### config.mk
export PLATFORM = sky130hd
export DESIGN_NAME = aa_rounded_rect_pixel_coverage_core
export DESIGN_NICKNAME = d
export VERILOG_FILES = /design/src/sv/rrc_pkg.sv /design/src/sv/rrc_front.sv /design/src/sv/rrc_isqrt.sv /design/src/sv/rrc_shade.sv /design/src/sv/aa_rounded_rect_pixel_coverage_core.sv
export SDC_FILE = /design/constraint.sdc
export NUM_CORES = 2
export LEC_CHECK = 0
export BUFFER_PORTS_ARGS = -buffer_cell sky130_fd_sc_hd__buf_2
export CAP_MARGIN = 40
export CORE_ASPECT_RATIO = 1.2
export CORE_MARGIN = 2
export CORE_UTILIZATION = 35
export DETAILED_ROUTE_END_ITERATION = 7
export GPL_TIMING_DRIVEN = 0
export SLEW_MARGIN = 10
export SYNTH_ARGS = -nofsm -noshare
export SYNTH_HDL_FRONTEND = slang
export SYNTH_HIERARCHICAL = 1
export SYNTH_SLANG_ARGS = --single-unit
### constraint.sdc
create_clock -name i_clk -period 25.4 [get_ports i_clk]
set_input_delay 5.08 -clock i_clk [delete_from_list [all_inputs] [get_ports i_clk]]
set_output_delay 5.08 -clock i_clk [all_outputs]
set_load 0.005 [all_outputs]
### src/sv/rrc_pkg.sv
// Shared types, constants and register indexes of the rounded-rectangle coverage core.
package rrc_pkg;

    localparam int COORD_BITS_DEF     = 12;
    localparam int DIST_FRAC_BITS_DEF = 4;

    localparam int CFG_ADDR_W = 3;
    localparam int CFG_DATA_W = 32;
    localparam int OUT_DATA_W = 40;

    localparam logic [CFG_ADDR_W-1:0] REG_RECT_X      = 3'd0;
    localparam logic [CFG_ADDR_W-1:0] REG_RECT_Y      = 3'd1;
    localparam logic [CFG_ADDR_W-1:0] REG_RECT_WIDTH  = 3'd2;
    localparam logic [CFG_ADDR_W-1:0] REG_RECT_HEIGHT = 3'd3;
    localparam logic [CFG_ADDR_W-1:0] REG_RADIUS      = 3'd4;
    localparam logic [CFG_ADDR_W-1:0] REG_FILL_MODE   = 3'd5;
    localparam logic [CFG_ADDR_W-1:0] REG_THICKNESS   = 3'd6;
    localparam logic [CFG_ADDR_W-1:0] REG_COLOR       = 3'd7;

    // Per-item classification that travels beside the distance pipeline.
    typedef struct packed {
        logic inbox;
        logic corner;
        logic edge_hit;
    } t_side;

    // One result item.
    typedef struct packed {
        logic       plot;
        logic [7:0] red;
        logic [7:0] green;
        logic [7:0] blue;
        logic [7:0] alpha;
    } t_pix;

endpackage

### src/sv/rrc_front.sv
// Front pipeline: box and corner classification, squared offsets and the scaled sum.
module rrc_front #(
    parameter int COORD_BITS     = rrc_pkg::COORD_BITS_DEF,
    parameter int DIST_FRAC_BITS = rrc_pkg::DIST_FRAC_BITS_DEF
) (
    input  logic                    i_clk,
    input  logic                    i_rst_n,
    input  logic                    i_en,
    input  logic                    i_valid,
    input  logic [COORD_BITS-1:0]   i_pixel_x,
    input  logic [COORD_BITS-1:0]   i_pixel_y,
    input  logic [COORD_BITS-1:0]   i_rect_x,
    input  logic [COORD_BITS-1:0]   i_rect_y,
    input  logic [COORD_BITS-1:0]   i_rect_width,
    input  logic [COORD_BITS-1:0]   i_rect_height,
    input  logic [COORD_BITS-2:0]   i_corner_radius,
    input  logic [7:0]              i_border_thickness,
    output logic                    o_valid,
    output rrc_pkg::t_side          o_side,
    output logic [2*(COORD_BITS+DIST_FRAC_BITS+1)-1:0] o_n
);
    import rrc_pkg::*;

    localparam int SW = COORD_BITS + 2;
    localparam int MW = COORD_BITS + 1;
    localparam int QW = 2 * MW;
    localparam int NW = 2 * (COORD_BITS + DIST_FRAC_BITS + 1);

    logic signed [SW-1:0] s_u, s_v, s_w, s_h, s_r, s_t;
    logic signed [SW-1:0] s_wr, s_hr, s_wt, s_ht;
    logic signed [SW-1:0] s_cx, s_cy, s_ddx, s_ddy, s_dx2, s_dy2;
    logic                 w_inx, w_iny;
    logic [MW-1:0]        w_ax, w_ay;
    t_side                w_side;
    logic [QW:0]          w_sum;

    logic                 r_v1, r_v2, r_v3;
    t_side                r_side1, r_side2, r_side3;
    logic [MW-1:0]        r_ax, r_ay;
    logic [QW-1:0]        r_sqx, r_sqy;
    logic [NW-1:0]        r_n;

    assign s_u  = $signed({2'b00, i_pixel_x}) - $signed({2'b00, i_rect_x});
    assign s_v  = $signed({2'b00, i_pixel_y}) - $signed({2'b00, i_rect_y});
    assign s_w  = $signed({2'b00, i_rect_width});
    assign s_h  = $signed({2'b00, i_rect_height});
    assign s_r  = $signed({3'b000, i_corner_radius});
    assign s_t  = $signed({{(SW-8){1'b0}}, i_border_thickness});
    assign s_wr = s_w - s_r;
    assign s_hr = s_h - s_r;
    assign s_wt = s_w - s_t;
    assign s_ht = s_h - s_t;

    assign w_inx = (s_u >= s_r) && (s_u < s_wr);
    assign w_iny = (s_v >= s_r) && (s_v < s_hr);

    assign w_side.inbox    = (s_u >= 0) && (s_v >= 0) && (s_u < s_w) && (s_v < s_h);
    assign w_side.corner   = !w_inx && !w_iny;
    assign w_side.edge_hit = (w_inx && ((s_v < s_t) || (s_v >= s_ht))) ||
                             (w_iny && ((s_u < s_t) || (s_u >= s_wt)));

    // Oversized radius: a pixel left of r belongs to the left corner, else the right one.
    assign s_cx  = (s_u < s_r) ? s_r : s_wr;
    assign s_cy  = (s_v < s_r) ? s_r : s_hr;
    assign s_ddx = s_u - s_cx;
    assign s_ddy = s_v - s_cy;
    // Twice the offset plus one, i.e. the pixel centre in half-pixel units.
    assign s_dx2 = {s_ddx[SW-2:0], 1'b1};
    assign s_dy2 = {s_ddy[SW-2:0], 1'b1};
    assign w_ax  = s_dx2[SW-1] ? MW'(~s_dx2[MW-1:0] + 1'b1) : s_dx2[MW-1:0];
    assign w_ay  = s_dy2[SW-1] ? MW'(~s_dy2[MW-1:0] + 1'b1) : s_dy2[MW-1:0];

    assign w_sum = {1'b0, r_sqx} + {1'b0, r_sqy};

    always_ff @(posedge i_clk) begin
        if (!i_rst_n) begin
            r_v1 <= 1'b0;
            r_v2 <= 1'b0;
            r_v3 <= 1'b0;
        end else if (i_en) begin
            r_v1 <= i_valid;
            r_v2 <= r_v1;
            r_v3 <= r_v2;
        end
    end

    always_ff @(posedge i_clk) begin
        if (i_en) begin
            r_side1 <= w_side;
            r_ax    <= w_ax;
            r_ay    <= w_ay;
            r_side2 <= r_side1;
            r_sqx   <= r_ax * r_ax;
            r_sqy   <= r_ay * r_ay;
            r_side3 <= r_side2;
            r_n     <= NW'(w_sum) << (2 * DIST_FRAC_BITS - 2);
        end
    end

    assign o_valid = r_v3;
    assign o_side  = r_side3;
    assign o_n     = r_n;

endmodule

### src/sv/rrc_isqrt.sv
// Pipelined integer square root, one root bit per stage, with sideband carried along.
module rrc_isqrt #(
    parameter int ROOT_BITS = rrc_pkg::COORD_BITS_DEF + rrc_pkg::DIST_FRAC_BITS_DEF + 1
) (
    input  logic                     i_clk,
    input  logic                     i_rst_n,
    input  logic                     i_en,
    input  logic                     i_valid,
    input  rrc_pkg::t_side           i_side,
    input  logic [2*ROOT_BITS-1:0]   i_n,
    output logic                     o_valid,
    output rrc_pkg::t_side           o_side,
    output logic [ROOT_BITS-1:0]     o_root
);
    import rrc_pkg::*;

    localparam int RW = ROOT_BITS + 2;
    localparam int NW = 2 * ROOT_BITS;

    logic                 r_vld  [0:ROOT_BITS-1];
    t_side                r_side [0:ROOT_BITS-1];
    logic [NW-1:0]        r_n    [0:ROOT_BITS-1];
    logic [RW-1:0]        r_rem  [0:ROOT_BITS-1];
    logic [ROOT_BITS-1:0] r_root [0:ROOT_BITS-1];

    genvar g;
    for (g = 0; g < ROOT_BITS; g++) begin : g_stage
        logic                 v_in;
        t_side                side_in;
        logic [NW-1:0]        n_in;
        logic [RW-1:0]        rem_in;
        logic [ROOT_BITS-1:0] root_in;
        logic [RW-1:0]        rem_sh;
        logic [RW-1:0]        trial;
        logic                 ge;

        if (g == 0) begin : g_first
            assign v_in    = i_valid;
            assign side_in = i_side;
            assign n_in    = i_n;
            assign rem_in  = '0;
            assign root_in = '0;
        end else begin : g_next
            assign v_in    = r_vld[g-1];
            assign side_in = r_side[g-1];
            assign n_in    = r_n[g-1];
            assign rem_in  = r_rem[g-1];
            assign root_in = r_root[g-1];
        end

        // Bring down the next pair of radicand bits and try root*4+1.
        assign rem_sh = {rem_in[RW-3:0], n_in[2*(ROOT_BITS-1-g)+1 -: 2]};
        assign trial  = {root_in, 2'b01};
        assign ge     = (rem_sh >= trial);

        always_ff @(posedge i_clk) begin
            if (!i_rst_n) begin
                r_vld[g] <= 1'b0;
            end else if (i_en) begin
                r_vld[g] <= v_in;
            end
        end

        always_ff @(posedge i_clk) begin
            if (i_en) begin
                r_side[g] <= side_in;
                r_n[g]    <= n_in;
                r_rem[g]  <= ge ? (rem_sh - trial) : rem_sh;
                r_root[g] <= {root_in[ROOT_BITS-2:0], ge};
            end
        end
    end

    assign o_valid = r_vld[ROOT_BITS-1];
    assign o_side  = r_side[ROOT_BITS-1];
    assign o_root  = r_root[ROOT_BITS-1];

endmodule

### src/sv/rrc_shade.sv
// Coverage decision: plot flag and alpha from the corner distance and the classification.
module rrc_shade #(
    parameter int COORD_BITS     = rrc_pkg::COORD_BITS_DEF,
    parameter int DIST_FRAC_BITS = rrc_pkg::DIST_FRAC_BITS_DEF
) (
    input  logic [COORD_BITS+DIST_FRAC_BITS:0] i_dist,
    input  rrc_pkg::t_side                     i_side,
    input  logic [COORD_BITS-2:0]              i_corner_radius,
    input  logic [7:0]                         i_border_thickness,
    input  logic                               i_fill_mode,
    input  logic [31:0]                        i_color_rgba,
    output rrc_pkg::t_pix                      o_pix
);
    import rrc_pkg::*;

    localparam int DW = COORD_BITS + DIST_FRAC_BITS + 2;
    localparam int F  = DIST_FRAC_BITS;

    logic [DW-1:0]  w_d, w_rq, w_half, w_rq_hi, w_r, w_t, w_lo, w_diff;
    logic           w_opaque, w_ramp, w_t_gt, w_ring, w_plot;
    logic [F+7:0]   w_prod;
    logic [7:0]     w_alpha;

    assign w_d     = DW'(i_dist);
    assign w_rq    = DW'(i_corner_radius) << F;
    assign w_half  = DW'(1) << (F - 1);
    assign w_rq_hi = w_rq + w_half;
    assign w_r     = DW'(i_corner_radius);
    assign w_t     = DW'(i_border_thickness);

    assign w_opaque = (w_d + w_half) <= w_rq;
    assign w_ramp   = w_d < w_rq_hi;

    // Inside the ramp the distance is above r-0.5, so the difference stays below one pixel.
    assign w_diff  = w_rq_hi - w_d;
    assign w_prod  = i_color_rgba[7:0] * w_diff[F-1:0];

    // A thickness above the radius leaves no inner bound on the ring.
    assign w_t_gt = w_t > w_r;
    assign w_lo   = (w_r - w_t) << F;
    assign w_ring = i_side.corner && (w_t_gt || (w_d >= w_lo)) && (w_d <= w_rq_hi);

    always_comb begin
        w_plot  = 1'b0;
        w_alpha = i_color_rgba[7:0];
        if (i_side.inbox) begin
            if (i_fill_mode) begin
                if (!i_side.corner || w_opaque) begin
                    w_plot = 1'b1;
                end else if (w_ramp) begin
                    w_plot  = 1'b1;
                    w_alpha = w_prod[F+7:F];
                end
            end else begin
                w_plot = i_side.edge_hit || w_ring;
            end
        end
    end

    assign o_pix.plot  = w_plot;
    assign o_pix.red   = w_plot ? i_color_rgba[31:24] : 8'd0;
    assign o_pix.green = w_plot ? i_color_rgba[23:16] : 8'd0;
    assign o_pix.blue  = w_plot ? i_color_rgba[15:8]  : 8'd0;
    assign o_pix.alpha = w_plot ? w_alpha             : 8'd0;

endmodule

### src/sv/aa_rounded_rect_pixel_coverage_core.sv
// Top level of the antialiased rounded-rectangle pixel coverage core.
//
// Configuration: i_cfg_we writes i_cfg_data into register i_cfg_addr (rect_x, rect_y,
// rect_width, rect_height, corner_radius, fill_mode, border_thickness, color_rgba),
// taken at the clock edge with no wait. Write only while no item is in flight.
// Input stream: one pixel coordinate per item on the s_axis group.
// Output stream: one plot flag and RGBA value per item on the m_axis group, in order.
// Pipeline: the front stages, the square root stages and the output register lie between
// acceptance and o_m_axis_tvalid. The square root takes one root bit per pipeline stage
// and sets the depth.
// Throughput: one item per cycle while the receiver keeps taking results.
// Reset (synchronous, active low) empties the pipeline and the output stage and loads
// the register defaults: filled mode, thickness 2, white opaque color, all else zero.
// When the receiver stalls, the result holds on the output and one more item goes into
// a skid register; after that o_s_axis_tready drops and the whole pipeline holds until
// the output is taken. Nothing is lost or repeated.
module aa_rounded_rect_pixel_coverage_core #(
    parameter int COORD_BITS     = rrc_pkg::COORD_BITS_DEF,
    parameter int DIST_FRAC_BITS = rrc_pkg::DIST_FRAC_BITS_DEF
) (
    input  logic                                i_clk,
    input  logic                                i_rst_n,
    input  logic                                i_cfg_we,
    input  logic [rrc_pkg::CFG_ADDR_W-1:0]      i_cfg_addr,
    input  logic [rrc_pkg::CFG_DATA_W-1:0]      i_cfg_data,
    input  logic                                i_s_axis_tvalid,
    output logic                                o_s_axis_tready,
    // Fields from bit 0 up: pixel_x, pixel_y, zero fill.
    input  logic [((2*COORD_BITS+7)/8)*8-1:0]   i_s_axis_tdata,
    output logic                                o_m_axis_tvalid,
    input  logic                                i_m_axis_tready,
    // Fields from bit 0 up: plot, out_red, out_green, out_blue, out_alpha, zero fill.
    output logic [rrc_pkg::OUT_DATA_W-1:0]      o_m_axis_tdata
);
    import rrc_pkg::*;

    localparam int RB = COORD_BITS + DIST_FRAC_BITS + 1;

    logic [COORD_BITS-1:0] r_rect_x, r_rect_y, r_rect_width, r_rect_height;
    logic [COORD_BITS-2:0] r_corner_radius;
    logic                  r_fill_mode;
    logic [7:0]            r_border_thickness;
    logic [31:0]           r_color_rgba;

    logic                  w_en;
    logic                  w_f_valid, w_q_valid;
    t_side                 w_f_side, w_q_side;
    logic [2*RB-1:0]       w_n;
    logic [RB-1:0]         w_root;
    t_pix                  w_pix;

    logic                  r_out_valid, r_sk_valid;
    t_pix                  r_out, r_sk;

    always_ff @(posedge i_clk) begin
        if (!i_rst_n) begin
            r_rect_x           <= '0;
            r_rect_y           <= '0;
            r_rect_width       <= '0;
            r_rect_height      <= '0;
            r_corner_radius    <= '0;
            r_fill_mode        <= 1'b1;
            r_border_thickness <= 8'd2;
            r_color_rgba       <= 32'hFFFF_FFFF;
        end else if (i_cfg_we) begin
            case (i_cfg_addr)
                REG_RECT_X:      r_rect_x           <= i_cfg_data[COORD_BITS-1:0];
                REG_RECT_Y:      r_rect_y           <= i_cfg_data[COORD_BITS-1:0];
                REG_RECT_WIDTH:  r_rect_width       <= i_cfg_data[COORD_BITS-1:0];
                REG_RECT_HEIGHT: r_rect_height      <= i_cfg_data[COORD_BITS-1:0];
                REG_RADIUS:      r_corner_radius    <= i_cfg_data[COORD_BITS-2:0];
                REG_FILL_MODE:   r_fill_mode        <= i_cfg_data[0];
                REG_THICKNESS:   r_border_thickness <= i_cfg_data[7:0];
                REG_COLOR:       r_color_rgba       <= i_cfg_data[31:0];
                default: begin
                end
            endcase
        end
    end

    // The pipeline moves whenever the skid register is free to catch its last item.
    assign w_en            = !r_sk_valid;
    assign o_s_axis_tready = w_en;

    rrc_front #(
        .COORD_BITS     (COORD_BITS),
        .DIST_FRAC_BITS (DIST_FRAC_BITS)
    ) u_front (
        .i_clk              (i_clk),
        .i_rst_n            (i_rst_n),
        .i_en               (w_en),
        .i_valid            (i_s_axis_tvalid),
        .i_pixel_x          (i_s_axis_tdata[COORD_BITS-1:0]),
        .i_pixel_y          (i_s_axis_tdata[2*COORD_BITS-1:COORD_BITS]),
        .i_rect_x           (r_rect_x),
        .i_rect_y           (r_rect_y),
        .i_rect_width       (r_rect_width),
        .i_rect_height      (r_rect_height),
        .i_corner_radius    (r_corner_radius),
        .i_border_thickness (r_border_thickness),
        .o_valid            (w_f_valid),
        .o_side             (w_f_side),
        .o_n                (w_n)
    );

    rrc_isqrt #(
        .ROOT_BITS (RB)
    ) u_isqrt (
        .i_clk   (i_clk),
        .i_rst_n (i_rst_n),
        .i_en    (w_en),
        .i_valid (w_f_valid),
        .i_side  (w_f_side),
        .i_n     (w_n),
        .o_valid (w_q_valid),
        .o_side  (w_q_side),
        .o_root  (w_root)
    );

    rrc_shade #(
        .COORD_BITS     (COORD_BITS),
        .DIST_FRAC_BITS (DIST_FRAC_BITS)
    ) u_shade (
        .i_dist             (w_root),
        .i_side             (w_q_side),
        .i_corner_radius    (r_corner_radius),
        .i_border_thickness (r_border_thickness),
        .i_fill_mode        (r_fill_mode),
        .i_color_rgba       (r_color_rgba),
        .o_pix              (w_pix)
    );

    always_ff @(posedge i_clk) begin
        if (!i_rst_n) begin
            r_out_valid <= 1'b0;
            r_sk_valid  <= 1'b0;
        end else if (!r_out_valid || i_m_axis_tready) begin
            if (r_sk_valid) begin
                r_out_valid <= 1'b1;
                r_out       <= r_sk;
                r_sk_valid  <= 1'b0;
            end else begin
                r_out_valid <= w_q_valid;
                r_out       <= w_pix;
            end
        end else if (w_q_valid && w_en) begin
            r_sk_valid <= 1'b1;
            r_sk       <= w_pix;
        end
    end

    assign o_m_axis_tvalid = r_out_valid;
    assign o_m_axis_tdata  = {7'd0, r_out.alpha, r_out.blue, r_out.green, r_out.red,
                              r_out.plot};

endmodule

==> metrics.md <==
| Metric | Value |
|---|---|
| Most common cell in the netlist | edfxtp_1 |
| Mean Syn Cell Area | 11.5 sq um |
| Period utilization | 45.4% |
| CTS root buffer | clkbuf_16 |
| Crit path buf inv count | 4 |
| Final Hold Viols | 0 |
| Worst slew pin tran | 0.869 ns |
| H-tree levels | 3 |
| Antenna Nets Post-Route | 0 |
| Yosys warning total | 6 |
| DIE HEIGHT | 472 microns |
| EDFF count, synth | 918 |
| Synthesized netlist cell count | 5557 |
| RSZ-0062 raised after global routing | false |
| Cell depth of the worst flop-to-flop path | 30 |
| Ranking of synthesized cells by area | edfxtp_1 43%, ha_1 12%, fa_1 7.0%, inv_1 3.9%, dfxtp_1 3.3% |
| Final Core Density | 39.2% |
| Nets | 6668 |
| Number of global-route vias before repair | 41.0k |
| Cts repair resizes | 0 |
| Finished Layout Cells | 8294 |
| Vias per cell | 4.96 |
| F_max | 86.8 MHz |
| CTS tree | built |
| Clk sinks | 1024 |
| First-pass GRT wire length | 211000 microns |
| Leading area contributor after synthesis | edfxtp_1 |
| Cell family contributing the most delay on the critical path | compound AO/OA/AOI/OAI gates |
| Pre-CTS setup slack | 13.23 ns |
| Share of layout cells above drive strength 1 | 8.26% |
| Stages on worst setup path | 30 |
| Hold-fix buffers at CTS | 0 |
| Die Span X | 394 microns |
| Startpoint Class | primary input |
| Total CTS buffers | 105 |
| Post-DP HPWL | 102000 microns |
| HP Start | u_isqrt/r_n[0][274] |
| FF+latch count, synth | 1024 |
| Hold Slack | 0.363 ns |
| CP max stage cell | ha_1 |
| Synth top cells by count | 918 x edfxtp_1, 667 x inv_1, 595 x ha_1 |
| Status | complete, no violations |
| Pins Over Slew Limit | 0 |
| PortBufs | 98 |
| Synthesis-to-layout area growth | 11.2% |
| Full die area | 186000 sq um |
| Post-Syn Area | 63900 sq um |
| Share of Yosys cell area claimed by the top area cell type | 43.2% |
| GRT overflow | 0 |
| Worst R2R Start | r_rect_y[3] |
| Class of the worst hold path | flip-flop to flip-flop |
| CP peak stage delay | 0.41 ns |
| Clock Pin Slew Worst Setup and Hold Paths | 0.06 ns |
| Largest net degree at the start of global routing | 121 |
| Slew headroom | 41.3% |
| DR pass1 iterations | 5 |
| Max cap viols | 0 |
| Required time of the critical path | 25.80 ns |
| Post-CTS setup buffer count | 0 |
| All-Layer GR Usage | 13.9% |
| Hold endpoint | u_isqrt/r_n[0][308] |
| Sequential area share after synthesis | 46.5% |
| Routed WL per cell | 15.9 microns |
| Yosys cell types | 104 |
| Cell row count | 171 |
| Placed cell count | 8102 |
| R2R setup slack | 17.99 ns |
| Hold path depth | 0 |
| Clock Latency Late Sink | 0.75 ns |
| Gpl congestion | 0.883 |
| Core Box Area | 181000 sq um |
| Crit Path Category | primary input to flip-flop |
| IO Pins | 106 |
| Min Tclk post-route | 11.52 ns |
| Worst Path Arrival | 11.92 ns |
| Bufs on Longest Clock Path | 3 |
| Initial Utilization | 35.3% |
| FFs w/ async S/R, synth | 0% |
| Final setup viols | 0 |
| Critical R2R Capture | u_front/r_ay[12] |
| Main synth FF type | edfxtp_1 |
| Final setup margin | 13.88 ns |
| Clock skew | 0.0652 ns |
| CP Capture Type | flip-flop |
| Via Count | 41.1k |
| Residual DRC | 0 |
| Iter 0 DRT Violations | 2317 |
| Drt total wl | 132000 microns |
| Antenna violations before repair | 1 |
| Max Fanout on Critical Path | 10 |
==> layer usage <==
metal  part of all wire [%]  track usage (%)
met1                     43             17.3
met5                      0                0
met4                    2.7             4.67
met3                    3.7             1.90
met2                     51             24.8
==> logic make-up after synthesis <==
family          Yosys count  synth area share [%]
xor+xnor                360                  5.27
flops                  1024                  46.5
mux                     206                  3.40
fa+ha+maj               817                  18.6
simple gates           1372                  11.0
compound gates          977                  10.2
buf+inv                 797                  4.92
other cells               4                0.0235
==> registers in the layout (all words and copies together) (netlist names), 8 cells and up <==
register	flops
r_corner_radius	11
u_front/r_sqy	24
o_m_axis_tdata	33
u_isqrt/r_side	51
u_front/o_n	25
r_color_rgba	32
r_sk	33
u_isqrt/r_vld	17
r_rect_width	12
u_isqrt/r_n	272
u_front/r_ax	12
u_isqrt/r_root	153
u_isqrt/r_rem	254
u_front/r_ay	12
r_rect_height	12
r_rect_y	12
r_rect_x	12
u_front/r_sqx	24
r_border_thickness	8
==> through the flow <==
step | setup TNS (ns) | instance area (sq um)
after global placement | -4.53 | 67400
after floorplan | 0 | 63900
after global routing | 0 | 71000
after detailed placement | 0 | 67700
after CTS | 0 | 71000
final | 0 | 71000
==> how the worst max path moves through the flow <==
stage,slack [ns],to,startpoint
after global placement,-4.53,o_s_axis_tready,r_sk_valid
after floorplan,3.43,o_s_axis_tready,r_sk_valid
after global routing,13.49,u_front/r_ay[12],i_s_axis_tdata[15]
after CTS,14.00,u_front/r_ay[12],i_s_axis_tdata[12]
final,13.88,u_front/r_ay[12],i_s_axis_tdata[15]
after detailed placement,13.23,u_front/r_ay[12],i_s_axis_tdata[12]
==> worst reg2reg max path: cells and delay by family (launching register included) <==
kind,cells,cell delay [ns]
flops,1,0.33
fa+ha+maj,4,1.32
mux,2,0.52
compound gates,9,2.20
xor+xnor,1,0.27
simple gates,10,1.77
buf+inv,4,0.68
==> area by class of cell <==
| class | instances | area [sq um] |
|---|---|---|
| antenna | 1 | 2.50 |
| buffer | 127 | 627 |
| clock buffer | 136 | 2820 |
| clock inverter | 55 | 493 |
| fill | 17375 | 110000 |
| inverter | 670 | 2520 |
| multi-input combinational | 3749 | 31100 |
| sequential | 1024 | 29700 |
| tap | 2422 | 3030 |
| timing repair buffer | 110 | 724 |
==> cell usage in the layout (no fill, tap or decap), types with 79 or more instances in the layout <==
| cell | n |
|---|---|
| inv_1 | 666 |
| nor3_1 | 107 |
| o21a_1 | 79 |
| buf_2 | 116 |
| and2_1 | 81 |
| clkbuf_1 | 99 |
| ha_1 | 595 |
| nand3_1 | 90 |
| mux2i_1 | 121 |
| a21o_1 | 81 |
| nor2b_1 | 141 |
| o21ai_0 | 205 |
| fa_1 | 222 |
| edfxtp_1 | 918 |
| xnor2_1 | 214 |
| clkbuf_16 | 106 |
| nor2_1 | 266 |
| dfxtp_1 | 106 |
| xor2_1 | 126 |
| a21oi_1 | 249 |
| nand2_1 | 348 |
Power is left out: the tool's default activity adds up to more than one toggle a clock period on the data nets, which glitch-free logic cannot reach.
